[config.mk]
export PLATFORM = sky130hd
export DESIGN_NAME = vxlan_encapsulator
export DESIGN_NICKNAME = d
export VERILOG_FILES = /design/src/rtl/vxe_pkg.sv /design/src/rtl/vxlan_encapsulator.sv /design/src/rtl/vxe_ram.sv /design/src/rtl/vxe_hdr.sv /design/src/rtl/vxe_outq.sv
export SDC_FILE = /design/constraint.sdc
export NUM_CORES = 1
export LEC_CHECK = 0
export ABC_AREA = 1
export BUFFER_PORTS_ARGS = -buffer_cell sky130_fd_sc_hd__buf_4
export CAP_MARGIN = 40
export CELL_PAD_IN_SITES_DETAIL_PLACEMENT = 1
export CELL_PAD_IN_SITES_GLOBAL_PLACEMENT = 1
export CORE_MARGIN = 2
export CORE_UTILIZATION = 46
export DETAILED_ROUTE_END_ITERATION = 12
export PLACE_DENSITY = 0.82
export SLEW_MARGIN = 20
export SYNTH_ARGS = -nofsm -noshare
export SYNTH_HDL_FRONTEND = slang
export SYNTH_SLANG_ARGS = --single-unit
export TNS_END_PERCENT = 1
[constraint.sdc]
create_clock -name clock -period 7.29 [get_ports clock]
set_input_delay 1.458 -clock clock [delete_from_list [all_inputs] [get_ports clock]]
set_output_delay 1.458 -clock clock [all_outputs]
set_load 0.03 [all_outputs]
[src/rtl/vxe_pkg.sv]
// Shared types, constants and register codes of the VXLAN encapsulator.
package vxe_pkg;

   // Outer header length in bytes, and the width of a position within it.
   localparam int HDR_LEN = 50;
   localparam int HDR_AW = $clog2(HDR_LEN);
   localparam int HDR_CW = $clog2(HDR_LEN + 1);

   // Largest inner length written into the outer length fields.
   localparam int MAX_FRAME = 9216;

   // Output queue geometry.
   localparam int OQ_DEPTH = 4;
   localparam int OQ_AW = $clog2(OQ_DEPTH);
   localparam int OQ_CW = $clog2(OQ_DEPTH + 1);

   // Configuration register indexes.
   typedef logic [1:0] reg_index_type;
   localparam reg_index_type REG_SOURCE_MAC = 2'd0;
   localparam reg_index_type REG_DESTINATION_MAC = 2'd1;
   localparam reg_index_type REG_NETWORK_ID = 2'd2;
   localparam reg_index_type REG_TUNNEL_PORT = 2'd3;

   // Register reset values.
   localparam logic [47:0] SOURCE_MAC_RST = 48'hDEED_BEEF_ABCD;
   localparam logic [47:0] DESTINATION_MAC_RST = 48'h1070_FDC8_9475;
   localparam logic [23:0] NETWORK_ID_RST = 24'h12_3456;
   localparam logic [15:0] TUNNEL_PORT_RST = 16'd4789;

   // Configuration registers as seen by the header generator.
   typedef struct packed {
      logic [47:0] source_mac;
      logic [47:0] destination_mac;
      logic [23:0] network_id;
      logic [15:0] tunnel_port;
   } cfg_type;

   // One output word: a byte and its end-of-frame marker.
   typedef struct packed {
      logic [7:0] byte_val;
      logic       end_flag;
   } out_word_type;

   // Sequencer states: streaming inner bytes or flushing the delay line.
   typedef enum logic {
      ST_STREAM,
      ST_FLUSH
   } seq_state_type;

endpackage

[src/rtl/vxlan_encapsulator.sv]
// VXLAN encapsulator top level: sequencer, delay-line RAM, header generator and output queue.
// Inner frame bytes arrive one per cycle while req_ready is high, and each accepted byte
// yields one result word: one of the 50 outer header bytes while the frame is young, and
// afterwards the inner byte that arrived 50 bytes earlier, read from a 50-entry delay-line
// RAM written and read at the same slot for each accepted byte. The byte marked frame_end
// starts a flush of 50 more words, one per cycle while the output queue has room, during
// which req_ready is low. A result word passes through the RAM read with its pipeline
// register, then the output queue, before it can be taken on the rsp port, and the
// four-entry output queue keeps the input running while a result waits to be taken. Every
// delay-line entry is written before its contents reach the output, so the RAM needs no
// clearing after reset. The configuration registers may be written only while no frame is
// in flight.
module vxlan_encapsulator (
   input  logic        clock,
   input  logic        reset,
   input  logic        req_valid,
   output logic        req_ready,
   input  logic [7:0]  req_data_byte,
   input  logic        req_frame_end,
   input  logic [13:0] req_frame_length,
   output logic        rsp_valid,
   input  logic        rsp_ready,
   output logic [7:0]  rsp_out_byte,
   output logic        rsp_out_end,
   input  logic        csr_we,
   input  logic [1:0]  csr_index,
   input  logic [47:0] csr_data
);

   localparam int HDR_AW = vxe_pkg::HDR_AW;
   localparam int HDR_CW = vxe_pkg::HDR_CW;

   vxe_pkg::cfg_type        cfg_ff, cfg_in;
   vxe_pkg::seq_state_type  state_ff, state_in;
   logic [HDR_CW-1:0]       hdr_cnt_ff, hdr_cnt_in;
   logic [HDR_AW-1:0]       slot_ff, slot_in;
   logic [HDR_AW-1:0]       flush_cnt_ff, flush_cnt_in;
   logic [13:0]             held_ff, held_in;
   logic                    s1_valid_ff;
   logic                    s1_sel_ram_ff;
   logic [7:0]              s1_hdr_ff;
   logic                    s1_end_ff;

   logic                    room;
   logic                    accept;
   logic                    issue;
   logic                    issue_end;
   logic                    in_hdr;
   logic [7:0]              hdr_inner;
   logic [7:0]              hdr_byte;
   logic [7:0]              ram_q;
   logic [vxe_pkg::OQ_CW-1:0] q_count;
   vxe_pkg::out_word_type   push_word;
   vxe_pkg::out_word_type   q_word;

   // Configuration register writes.
   always_comb begin
      cfg_in = cfg_ff;
      if (csr_we) begin
         unique case (csr_index)
            vxe_pkg::REG_SOURCE_MAC:      cfg_in.source_mac = csr_data;
            vxe_pkg::REG_DESTINATION_MAC: cfg_in.destination_mac = csr_data;
            vxe_pkg::REG_NETWORK_ID:      cfg_in.network_id = csr_data[23:0];
            vxe_pkg::REG_TUNNEL_PORT:     cfg_in.tunnel_port = csr_data[15:0];
            default:                      cfg_in = cfg_ff;
         endcase
      end
   end

   always_ff @(posedge clock) begin
      if (reset) begin
         cfg_ff.source_mac <= vxe_pkg::SOURCE_MAC_RST;
         cfg_ff.destination_mac <= vxe_pkg::DESTINATION_MAC_RST;
         cfg_ff.network_id <= vxe_pkg::NETWORK_ID_RST;
         cfg_ff.tunnel_port <= vxe_pkg::TUNNEL_PORT_RST;
      end else begin
         cfg_ff <= cfg_in;
      end
   end

   // Issue only when the queue can take everything already in the pipeline plus this word.
   assign room = (q_count + vxe_pkg::OQ_CW'(s1_valid_ff)) < vxe_pkg::OQ_CW'(vxe_pkg::OQ_DEPTH);
   assign req_ready = (state_ff == vxe_pkg::ST_STREAM) && room;
   assign accept = req_valid && req_ready;
   assign in_hdr = hdr_cnt_ff < HDR_CW'(vxe_pkg::HDR_LEN);
   assign hdr_inner = (state_ff == vxe_pkg::ST_STREAM) ? req_data_byte : 8'h00;

   // Sequencer: next state, position counters and held length.
   always_comb begin
      state_in = state_ff;
      hdr_cnt_in = hdr_cnt_ff;
      slot_in = slot_ff;
      flush_cnt_in = flush_cnt_ff;
      held_in = held_ff;
      issue = 1'b0;
      issue_end = 1'b0;

      unique case (state_ff)
         vxe_pkg::ST_STREAM: begin
            issue = accept;
            if (accept && (hdr_cnt_ff == '0)) begin
               held_in = (32'(req_frame_length) > vxe_pkg::MAX_FRAME) ?
                         14'(vxe_pkg::MAX_FRAME) : req_frame_length;
            end
            if (accept && req_frame_end) begin
               state_in = vxe_pkg::ST_FLUSH;
               flush_cnt_in = '0;
            end
         end
         vxe_pkg::ST_FLUSH: begin
            issue = room;
            if (room) begin
               flush_cnt_in = flush_cnt_ff + 1'b1;
               if (flush_cnt_ff == HDR_AW'(vxe_pkg::HDR_LEN - 1)) begin
                  issue_end = 1'b1;
                  state_in = vxe_pkg::ST_STREAM;
               end
            end
         end
         default: state_in = vxe_pkg::ST_STREAM;
      endcase

      // Every issued word advances the delay-line slot, and the header position while in the header.
      if (issue) begin
         if (in_hdr) begin
            hdr_cnt_in = hdr_cnt_ff + 1'b1;
         end
         slot_in = (slot_ff == HDR_AW'(vxe_pkg::HDR_LEN - 1)) ? '0 : slot_ff + 1'b1;
      end
      if (issue_end) begin
         hdr_cnt_in = '0;
         slot_in = '0;
      end
   end

   always_ff @(posedge clock) begin
      if (reset) begin
         state_ff <= vxe_pkg::ST_STREAM;
         hdr_cnt_ff <= '0;
         slot_ff <= '0;
         flush_cnt_ff <= '0;
         held_ff <= '0;
         s1_valid_ff <= 1'b0;
      end else begin
         state_ff <= state_in;
         hdr_cnt_ff <= hdr_cnt_in;
         slot_ff <= slot_in;
         flush_cnt_ff <= flush_cnt_in;
         held_ff <= held_in;
         s1_valid_ff <= issue;
      end
   end

   // Pipeline register that waits alongside the RAM read.
   always_ff @(posedge clock) begin
      if (issue) begin
         s1_sel_ram_ff <= !in_hdr;
         s1_hdr_ff <= hdr_byte;
         s1_end_ff <= issue_end;
      end
   end

   vxe_hdr u_hdr (
      .cfg         (cfg_ff),
      .held_length (held_ff),
      .idx         (hdr_cnt_ff),
      .inner_byte  (hdr_inner),
      .hdr_byte    (hdr_byte)
   );

   // Delay line: the incoming byte replaces the one that arrived 50 bytes ago, read out as it is replaced.
   vxe_ram #(
      .WIDTH (8),
      .DEPTH (vxe_pkg::HDR_LEN)
   ) u_delay (
      .clock   (clock),
      .wr_en   (accept),
      .wr_addr (slot_ff),
      .wr_data (req_data_byte),
      .rd_en   (issue),
      .rd_addr (slot_ff),
      .rd_data (ram_q)
   );

   assign push_word.byte_val = s1_sel_ram_ff ? ram_q : s1_hdr_ff;
   assign push_word.end_flag = s1_end_ff;

   vxe_outq u_outq (
      .clock      (clock),
      .reset      (reset),
      .push_valid (s1_valid_ff),
      .push_word  (push_word),
      .pop        (rsp_ready),
      .out_valid  (rsp_valid),
      .out_word   (q_word),
      .count      (q_count)
   );

   assign rsp_out_byte = q_word.byte_val;
   assign rsp_out_end = q_word.end_flag;

endmodule

[src/rtl/vxe_ram.sv]
// Generic single-clock RAM with one write port and one registered read port.
module vxe_ram #(
   parameter int WIDTH = 8,
   parameter int DEPTH = 50,
   localparam int AW = $clog2(DEPTH)
) (
   input  logic             clock,
   input  logic             wr_en,
   input  logic [AW-1:0]    wr_addr,
   input  logic [WIDTH-1:0] wr_data,
   input  logic             rd_en,
   input  logic [AW-1:0]    rd_addr,
   output logic [WIDTH-1:0] rd_data
);

   logic [WIDTH-1:0] mem_ff [DEPTH];
   logic [WIDTH-1:0] rd_data_ff;

   // A read and a write to the same entry in one cycle return the old contents.
   always_ff @(posedge clock) begin
      if (wr_en) begin
         mem_ff[wr_addr] <= wr_data;
      end
      if (rd_en) begin
         rd_data_ff <= mem_ff[rd_addr];
      end
   end

   assign rd_data = rd_data_ff;

endmodule

[src/rtl/vxe_hdr.sv]
// Outer Ethernet, IPv4, UDP and VXLAN header byte generator.
module vxe_hdr (
   input  vxe_pkg::cfg_type          cfg,
   input  logic [13:0]               held_length,
   input  logic [vxe_pkg::HDR_CW-1:0] idx,
   input  logic [7:0]                inner_byte,
   output logic [7:0]                hdr_byte
);

   logic [15:0] total_length;
   logic [15:0] udp_length;

   // Length fields cover the inner frame plus the outer headers after them.
   assign total_length = 16'(held_length) + 16'd36;
   assign udp_length = 16'(held_length) + 16'd16;

   // Byte selection by header offset; everything not listed is zero.
   always_comb begin
      case (idx) inside
         6'd0:  hdr_byte = cfg.destination_mac[47:40];
         6'd1:  hdr_byte = cfg.destination_mac[39:32];
         6'd2:  hdr_byte = cfg.destination_mac[31:24];
         6'd3:  hdr_byte = cfg.destination_mac[23:16];
         6'd4:  hdr_byte = cfg.destination_mac[15:8];
         6'd5:  hdr_byte = cfg.destination_mac[7:0];
         6'd6:  hdr_byte = cfg.source_mac[47:40];
         6'd7:  hdr_byte = cfg.source_mac[39:32];
         6'd8:  hdr_byte = cfg.source_mac[31:24];
         6'd9:  hdr_byte = cfg.source_mac[23:16];
         6'd10: hdr_byte = cfg.source_mac[15:8];
         6'd11: hdr_byte = cfg.source_mac[7:0];
         6'd12: hdr_byte = 8'h08;
         6'd14: hdr_byte = 8'h45;
         6'd16: hdr_byte = total_length[15:8];
         6'd17: hdr_byte = total_length[7:0];
         6'd23: hdr_byte = 8'd17;
         // Outer addresses and source port sit at the same offsets as the inner ones.
         [6'd26:6'd35]: hdr_byte = inner_byte;
         6'd36: hdr_byte = cfg.tunnel_port[15:8];
         6'd37: hdr_byte = cfg.tunnel_port[7:0];
         6'd38: hdr_byte = udp_length[15:8];
         6'd39: hdr_byte = udp_length[7:0];
         6'd42: hdr_byte = 8'h08;
         6'd46: hdr_byte = cfg.network_id[23:16];
         6'd47: hdr_byte = cfg.network_id[15:8];
         6'd48: hdr_byte = cfg.network_id[7:0];
         default: hdr_byte = 8'h00;
      endcase
   end

endmodule

[src/rtl/vxe_outq.sv]
// Small output queue that decouples the result port from the pipeline.
module vxe_outq (
   input  logic                       clock,
   input  logic                       reset,
   input  logic                       push_valid,
   input  vxe_pkg::out_word_type      push_word,
   input  logic                       pop,
   output logic                       out_valid,
   output vxe_pkg::out_word_type      out_word,
   output logic [vxe_pkg::OQ_CW-1:0]  count
);

   vxe_pkg::out_word_type            entries_ff [vxe_pkg::OQ_DEPTH];
   logic [vxe_pkg::OQ_AW-1:0]        wr_ptr_ff, wr_ptr_in;
   logic [vxe_pkg::OQ_AW-1:0]        rd_ptr_ff, rd_ptr_in;
   logic [vxe_pkg::OQ_CW-1:0]        count_ff, count_in;
   logic                             pop_eff;

   assign out_valid = (count_ff != '0);
   assign out_word = entries_ff[rd_ptr_ff];
   assign count = count_ff;
   assign pop_eff = pop && out_valid;

   // Pointer and occupancy update; the producer never pushes into a full queue.
   always_comb begin
      wr_ptr_in = push_valid ? wr_ptr_ff + 1'b1 : wr_ptr_ff;
      rd_ptr_in = pop_eff ? rd_ptr_ff + 1'b1 : rd_ptr_ff;
      count_in = count_ff + vxe_pkg::OQ_CW'(push_valid) - vxe_pkg::OQ_CW'(pop_eff);
   end

   always_ff @(posedge clock) begin
      if (reset) begin
         wr_ptr_ff <= '0;
         rd_ptr_ff <= '0;
         count_ff <= '0;
      end else begin
         wr_ptr_ff <= wr_ptr_in;
         rd_ptr_ff <= rd_ptr_in;
         count_ff <= count_in;
      end
   end

   // Queue storage holds payload only.
   always_ff @(posedge clock) begin
      if (push_valid) begin
         entries_ff[wr_ptr_ff] <= push_word;
      end
   end

endmodule

==> results of run 1 <==
-- power groups by stage --
stage	Sequential (mW)	Clock [mW]	Combinational, mW
floorplan	4.24	0	0.924
global placement	4.32	0	1.45
detailed placement	4.33	0	1.54
CTS	4.26	3.55	1.56
global route	4.28	3.69	1.69
finish	4.26	3.52	1.57
-- per-stage QoR --
| stage | cells | power (mW) |
|---|---|---|
| after global placement | 3146 | 5.77 |
| after detailed placement | 3160 | 5.87 |
| after CTS | 3284 | 9.37 |
| after floorplan | 2395 | 5.16 |
| after global routing | 3314 | 9.66 |
| final | 3314 | 9.36 |
-- cells by family (layout without fill, tap and decap cells) --
group                      Yosys count  count (layout)  share of synthesized area
AOI/OAI and AO/OA                  450             450                      0.111
xor gates and xnor gates             4               4                    0.00136
muxes                                9               9                    0.00389
DFF                                633             633                      0.669
adders and majority gates           19              19                    0.00924
buffers and inverters              247             418                     0.0391
and+or+nand+nor                   1033            1033                      0.166
-- worst max-delay path, cell delays in order (launching register included) --
cell	delay (ns)
dfxtp_1	0.71
inv_1	0.43
o21ai_0	0.30
o22ai_1	0.14
buf_4	0.19
-- flip-flops by register name, summed over array words and instances, names as in the netlist, named ones only --
signal	cells
cfg_ff	136
flush_cnt_ff	6
hdr_cnt_ff	6
held_ff	14
s1_end_ff	1
s1_hdr_ff	8
s1_sel_ram_ff	1
s1_valid_ff	1
slot_ff	6
state_ff	1
u_delay.mem_ff	400
u_delay.rd_data	8
u_outq.count	3
u_outq.entries_ff	36
u_outq.rd_ptr_ff	2
u_outq.wr_ptr_ff	2
-- final cells by class --
type / instances / area share
multi-input cells: 1515 / 0.254
flip-flops and latches: 633 / 0.580
inverters: 140 / 0.0180
clock buffers: 86 / 0.0610
clock inverters: 38 / 0.0146
repair buffers: 154 / 0.0399
well taps: 748 / 0.0316
-- final timing paths --
| kind | startpoint | to | slack (ns) | cells after the start |
|---|---|---|---|---|
| worst min register to register | cfg_ff[106] | cfg_ff[106] | 0.46 | 2 |
| worst min-delay path | cfg_ff[106] | cfg_ff[106] | 0.46 | 2 |
| worst max-delay path | register | rsp_out_byte[2] | 3.44 | 4 |
| worst max register to register | hdr_cnt_ff[0] | s1_hdr_ff[2] | 3.67 | 30 |
-- layer usage --
| layer | vias up | track usage | wire length (um) |
|---|---|---|---|
| li1 | 8697 | - | - |
| met5 | - | 0 | 0 |
| met3 | 158 | 0.0485 | 6160 |
| met1 | 9773 | 0.382 | 33700 |
| met2 | 819 | 0.454 | 38600 |
| met4 | 0 | 0.101 | 2540 |
-- cells in the final DEF, fill, tap and decap left out, types with 9 or more instances in the layout --
cell and instances:
dfxtp_1 179, clkbuf_16 69, a22oi_1 57, clkinv_1 16, nand2_1 563, nor3_1 22
nand4_1 49, a211oi_1 11, clkbuf_1 15, o22ai_1 10, buf_4 149, nor2_1 255
a221oi_1 51, nand3_1 108, ha_1 19, o21ai_0 118, inv_1 125, a22o_1 32
a31oi_1 9, o21ai_1 9, a21oi_1 123, clkinv_2 13, edfxtp_1 454
==> flow_metrics.py, run 1 <==
metrics = {
    "synthesis": {
        "ys_ff_latch": 633,
        "synth.most_common_cell": "nand2_1",
        "yosys-top-cells-area": "edfxtp_1 (53%), dfxtp_1 (14%), nand2_1 (8.2%)",
        "ys_seq_area_frac": 0.669,
        "synth_area_per_cell_um2": 10.7,
        "yosysTopAreaCell": "edfxtp_1",
        "synth_edf_count": 454,
        "synth.distinct_cells": 51,
        "yosys_warnings": 0,
        "synth-main-ff-cell": "edfxtp_1",
        "syn_nets": 2492,
        "netlist_instances": 2395,
        "synth_commonest_cells": "nand2_1 (563), edfxtp_1 (454), nor2_1 (257)",
        "postSynth.asyncResetShare": 0,
        "syn-cell-area_um2": 25700,
        "synth_top_area_share": 0.530,
    },
    "clocking": {
        "cts.sinks": 633,
        "cts_resized": 0,
        "cts_tree": "built",
        "cts_buffers": 68,
        "clock_path_buffers": 3,
        "postCtsHoldBufs": 0,
        "clk_pin_slew_ns": 0.06,
        "clock_latency_ns": 0.63,
        "post_cts_buffers": 0,
        "htree_levels": 3,
        "cts-root-buf": "clkbuf_16",
    },
    "power": {
        "netSwitchingFraction": 0.295,
        "combinationalPowerShare": 0.168,
        "internal-power_mw": 6.60,
        "p_leak_nw": 11.0,
        "ir_drop_uv": 248,
        "p_seq_frac": 0.456,
        "powerDensity_nw_per_um2": 315,
        "p_clk_frac": 0.376,
        "power_switching_mw": 2.76,
    },
    "sta": {
        "worst_pin_slew_ns": 0.874,
        "fin_crit_sh": 0.529,
        "setup_violations": 0,
        "rsz0062_at_grt": "false",
        "tns_ns": 0,
        "setup_slack_ns": 3.44,
        "period_needed_ns": 3.85,
        "max_freq_ghz": 0.259,
        "drv_slew": 0,
        "finClkSkew_ns": 0.0241,
        "maxSlewHeadroom": 0.415,
        "finalHoldViolations": 0,
        "hold_ws_ns": 0.458,
    },
    "detailed_routing": {
        "postRouteAntennaNets": 0,
        "firstDrtPassIters": 5,
        "drt-wirelength-per-cell_um": 24.4,
        "via_per_inst": 5.87,
        "wl_um": 81000,
        "drt_iter0_markers": 2113,
        "drc": 0,
        "vias": 19400,
    },
    "worst_setup_path": {
        "crit_fanout": 19,
        "setup.worst_path.start_class": "register",
        "end_kind": "output pin",
        "worst-setup-path-type": "reg2out",
        "cp.arrival_ns": 2.40,
        "cp_data_required_time_ns": 5.83,
    },
    "worst_hold_path": {
        "holdCritPathClass": "reg2reg",
    },
    "die": {
        "die-area_um2": 57800,
        "die_y_um": 240,
        "coreArea_um2": 55200,
        "fp.dieW_um": 240,
        "pin_count": 89,
        "start_util": 0.466,
        "rows": 86,
    },
    "cells_and_area": {
        "multi_input_area_um2": 7550,
        "fillerInstances": 5883,
        "drive_gt1_frac": 0.117,
        "final_nets": 2609,
        "final-seq-area_um2": 17200,
        "final_util": 0.537,
        "n_antenna_cell": 0,
        "fin_area_um2": 29700,
        "syn2layout_area_growth_pct": 15.3,
    },
    "placement": {
        "gp_congestion": 0.900,
        "portBuffers": 88,
        "placed_cell_area_um2": 27200,
        "place_ws_ns": 3.72,
        "dp_hpwl_um": 51700,
    },
    "grt": {
        "grt_pass1_wl_um": 122000,
        "grt_start_max_net_pins": 95,
        "grt_overflow": 0,
        "track_usage": 0.281,
        "grt_pass1_vias": 20000,
        "antenna_found_initial": 1,
    },
    "status": {
        "outcome": "completed",
    },
    "flow_run": {
        "maxCapViolCount": 0,
    },
}
(Power assumes the default switching activity.)
==> run 2, diff against run 1 <==
--- a/config.mk
+++ b/config.mk
@@ -5,7 +5,7 @@
 export SDC_FILE = /design/constraint.sdc
 export NUM_CORES = 1
 export LEC_CHECK = 0
-export ABC_AREA = 1
+export ABC_AREA = 0
 export BUFFER_PORTS_ARGS = -buffer_cell sky130_fd_sc_hd__buf_4
 export CAP_MARGIN = 40
 export CELL_PAD_IN_SITES_DETAIL_PLACEMENT = 1
@@ -13,7 +13,7 @@
 export CORE_MARGIN = 2
 export CORE_UTILIZATION = 46
 export DETAILED_ROUTE_END_ITERATION = 12
-export PLACE_DENSITY = 0.82
+export PLACE_DENSITY = 0.83
 export SLEW_MARGIN = 20
 export SYNTH_ARGS = -nofsm -noshare
 export SYNTH_HDL_FRONTEND = slang
==> constraint.sdc (replaced) <==
create_clock -name clock -period 3.35 [get_ports clock]
set_input_delay 0.67 -clock clock [delete_from_list [all_inputs] [get_ports clock]]
set_output_delay 0.67 -clock clock [all_outputs]
set_load 0.03 [all_outputs]
==> run 2 against run 1 <==
Effect of this change: via count increased by 2.7%; register-to-register slack worse by 3.6 ns; critical path type is now reg2reg; final cell count down 5.0%; sequential share of layout area is 3.4 points lower; sequential power increased by 120%; power rose by 130%; largest power group unchanged.
==> flow_metrics.py, run 2 <==
metrics = {
    "worst_setup_path": {
        "rr_worst_depth": 6,
        "crit_family": "compound AO/OA/AOI/OAI gates",
        "cp_data_required_time_ns": 3.67,
        "r2r_start": "hdr_cnt_ff[1]",
        "cp-startpoint": "hdr_cnt_ff[1]",
        "worst-path-stages": 6,
        "worst-setup-path-type": "reg2reg",
        "end_kind": "register",
        "cp.arrival_ns": 3.58,
        "worst-path-buf-inv": 0,
        "crit_fanout": 7,
        "slowest_stage": "o21ai_0",
        "cpPeakStageDelay_ns": 0.68,
        "setup.worst_path.start_class": "register",
        "worstPathCellList": "ha_1, nor3b_2, nor3_1, a221o_1, o21ai_0, o221ai_1",
        "worstReg2RegEnd": "s1_hdr_ff[5]",
        "crit_end": "s1_hdr_ff[5]",
        "timing.reg2reg.setup_slack_ns": 0.09,
    },
    "status": {
        "outcome": "completed",
    },
    "cells_and_area": {
        "final_nets": 2428,
        "drive_gt1_frac": 0.189,
        "syn2layout_area_growth_pct": 16.3,
        "top_regs": "u_delay.mem_ff: 400 flops, cfg_ff: 136 flops, u_outq.entries_ff: 36 flops",
        "final_cell_mix": "edfxtp_1 (454), nand2_1 (347), buf_4 (219), dfxtp_1 (176), nor2_1 (151)",
        "final_common_cell": "edfxtp_1",
        "fillerInstances": 5869,
        "top_register": "u_delay.mem_ff",
        "fin_area_um2": 31500,
        "final_util": 0.544,
        "final-seq-area_um2": 17200,
        "largest_register_ffs": 400,
        "multi_input_area_um2": 9150,
    },
    "die": {
        "die_y_um": 247,
        "rows": 88,
        "start_util": 0.468,
        "fp.dieW_um": 247,
        "die-area_um2": 60800,
        "pin_count": 89,
        "coreArea_um2": 57900,
    },
    "detailed_routing": {
        "via_per_inst": 6.35,
        "drt-wirelength-per-cell_um": 29.3,
        "postRouteAntennaNets": 0,
        "wl_um": 92400,
        "firstDrtPassIters": 5,
        "drc": 0,
        "drt_iter0_markers": 2275,
        "vias": 20000,
    },
    "placement": {
        "gp_congestion": 0.998,
        "dp_hpwl_um": 62600,
        "placed_cell_area_um2": 29200,
        "portBuffers": 88,
    },
    "flow_run": {
        "maxCapViolCount": 0,
    },
    "synthesis": {
        "syn_nets": 2269,
        "ys_ff_latch": 633,
        "syn-cell-area_um2": 27100,
        "netlist_instances": 2172,
        "synth-main-ff-cell": "edfxtp_1",
        "ys_seq_area_frac": 0.636,
        "postSynth.asyncResetShare": 0,
        "synth_top_area_share": 0.503,
        "yosys_warnings": 0,
        "synth_commonest_cells": "edfxtp_1 (454), nand2_1 (347), dfxtp_1 (179)",
        "synth_area_per_cell_um2": 12.5,
        "yosys-top-cells-area": "edfxtp_1 (50%), dfxtp_1 (13%), nand2_1 (4.8%)",
        "synth.distinct_cells": 83,
        "synth_edf_count": 454,
        "yosysTopAreaCell": "edfxtp_1",
        "synth.most_common_cell": "edfxtp_1",
    },
    "clocking": {
        "clock_latency_ns": 0.64,
        "cts_buffers": 68,
        "cts.sinks": 633,
        "htree_levels": 3,
        "clk_pin_slew_ns": 0.06,
        "cts_tree": "built",
        "cts-root-buf": "clkbuf_16",
        "clock_path_buffers": 3,
        "postCtsHoldBufs": 0,
    },
    "grt": {
        "track_usage": 0.305,
        "antenna_found_initial": 3,
        "grt_start_max_net_pins": 163,
        "grt_pass1_vias": 20700,
        "grt_overflow": 0,
        "grt_pass1_wl_um": 137000,
    },
    "worst_hold_path": {
        "holdCritPathClass": "in2reg",
    },
    "sta": {
        "maxSlewHeadroom": 0.406,
        "max_freq_ghz": 0.307,
        "finClkSkew_ns": 0.0282,
        "setup_violations": 0,
        "period_needed_ns": 3.26,
        "hold_ws_ns": 0.265,
        "rsz0062_at_grt": "false",
        "tns_ns": 0,
        "drv_slew": 0,
        "finalHoldViolations": 0,
        "worst_pin_slew_ns": 0.889,
        "fin_crit_sh": 0.974,
    },
    "power": {
        "p_leak_nw": 10.9,
        "ir_drop_uv": 837,
        "powerDensity_nw_per_um2": 684,
    },
}
run 2: cell count changes after synthesis, moves of 27 or more:
| cell | before | now |
|---|---|---|
| mux2_2 | 8 | 40 |
| nand3b_1 | 0 | 81 |
| nand2_1 | 563 | 347 |
| nand4_1 | 49 | 12 |
| o21ai_0 | 118 | 35 |
| buf_2 | 0 | 42 |
| mux2i_1 | 1 | 40 |
| mux4_2 | 0 | 48 |
| a22o_1 | 32 | 5 |
| nand3_1 | 108 | 46 |
| nor2_1 | 257 | 153 |
| inv_1 | 126 | 24 |
run 2: cell families (layout without fill, tap and decap cells):
logic type | Yosys count | count (layout) | synth area share
other | 0 | 1 | 0
DFF | 633 | 633 | 0.636
and+or+nand+nor | 785 | 785 | 0.140
buffers and inverters | 166 | 375 | 0.0274
xor gates and xnor gates | 33 | 33 | 0.0107
muxes | 132 | 132 | 0.0752
AOI/OAI and AO/OA | 404 | 404 | 0.103
adders and majority gates | 19 | 19 | 0.00878
run 2: metal layers:
| metal | vias to the layer above | part of all wire | global-route usage |
|---|---|---|---|
| met3 | 254 | 0.079 | 0.0532 |
| met2 | 1084 | 0.47 | 0.491 |
| met1 | 10100 | 0.40 | 0.410 |
| met4 | 0 | 0.043 | 0.127 |
| li1 | 8491 | - | - |
| met5 | - | 0 | 0 |
run 2: worst min-delay path by stage:
stage / from / end / slack (ns) / cells past startpoint
finish: csr_data[36] / cfg_ff[76] / 0.26 / 3
global placement: cfg_ff[50] / cfg_ff[50] / 0.44 / 2
floorplan: cfg_ff[45] / cfg_ff[45] / 0.43 / 2
global route: csr_data[36] / cfg_ff[76] / 0.26 / 3
CTS: csr_data[39] / cfg_ff[127] / 0.25 / 3
detailed placement: cfg_ff[121] / cfg_ff[121] / 0.45 / 2
run 2: report_power, final:
group,total (mW),internal (mW),switching (mW)
Sequential,9.32,8.91,0.415
Combinational,4.67,1.71,2.97
Clock,7.56,4.28,3.28
Total,21.6,14.9,6.66
run 2: tightest hold or removal path, cell delays in order:
cell,delay [ns]
buf_4,0.08
nand2_1,0.04
nand3b_1,0.07
run 2: per-stage QoR:
step           instances  setup slack [ns]  power [mW]
6_report            3147            0.0887        21.6
3_5_place_dp        3024             0.137        14.0
3_3_place_gp        3019             0.221        13.8
4_1_cts             3144             0.133        21.5
5_1_grt             3146            0.0951        22.2
2_1_floorplan       2172             0.492        12.0
run 2: area by class of cell:
type / instances / share of cell area
Antenna cell: 1 / 0.0000794
Clock buffer: 90 / 0.0591
Clock inverter: 30 / 0.0120
Inverter: 24 / 0.00286
Multi-Input combinational cell: 1373 / 0.290
Sequential cell: 633 / 0.547
Tap cell: 765 / 0.0304
Timing Repair Buffer: 231 / 0.0583
run 2: repair_timing:
item	4_1_cts	5_1_grt
hold endpoints to repair	0	0
buffers inserted	0	0
setup endpoints to repair	0	1
gates resized for setup	0	1
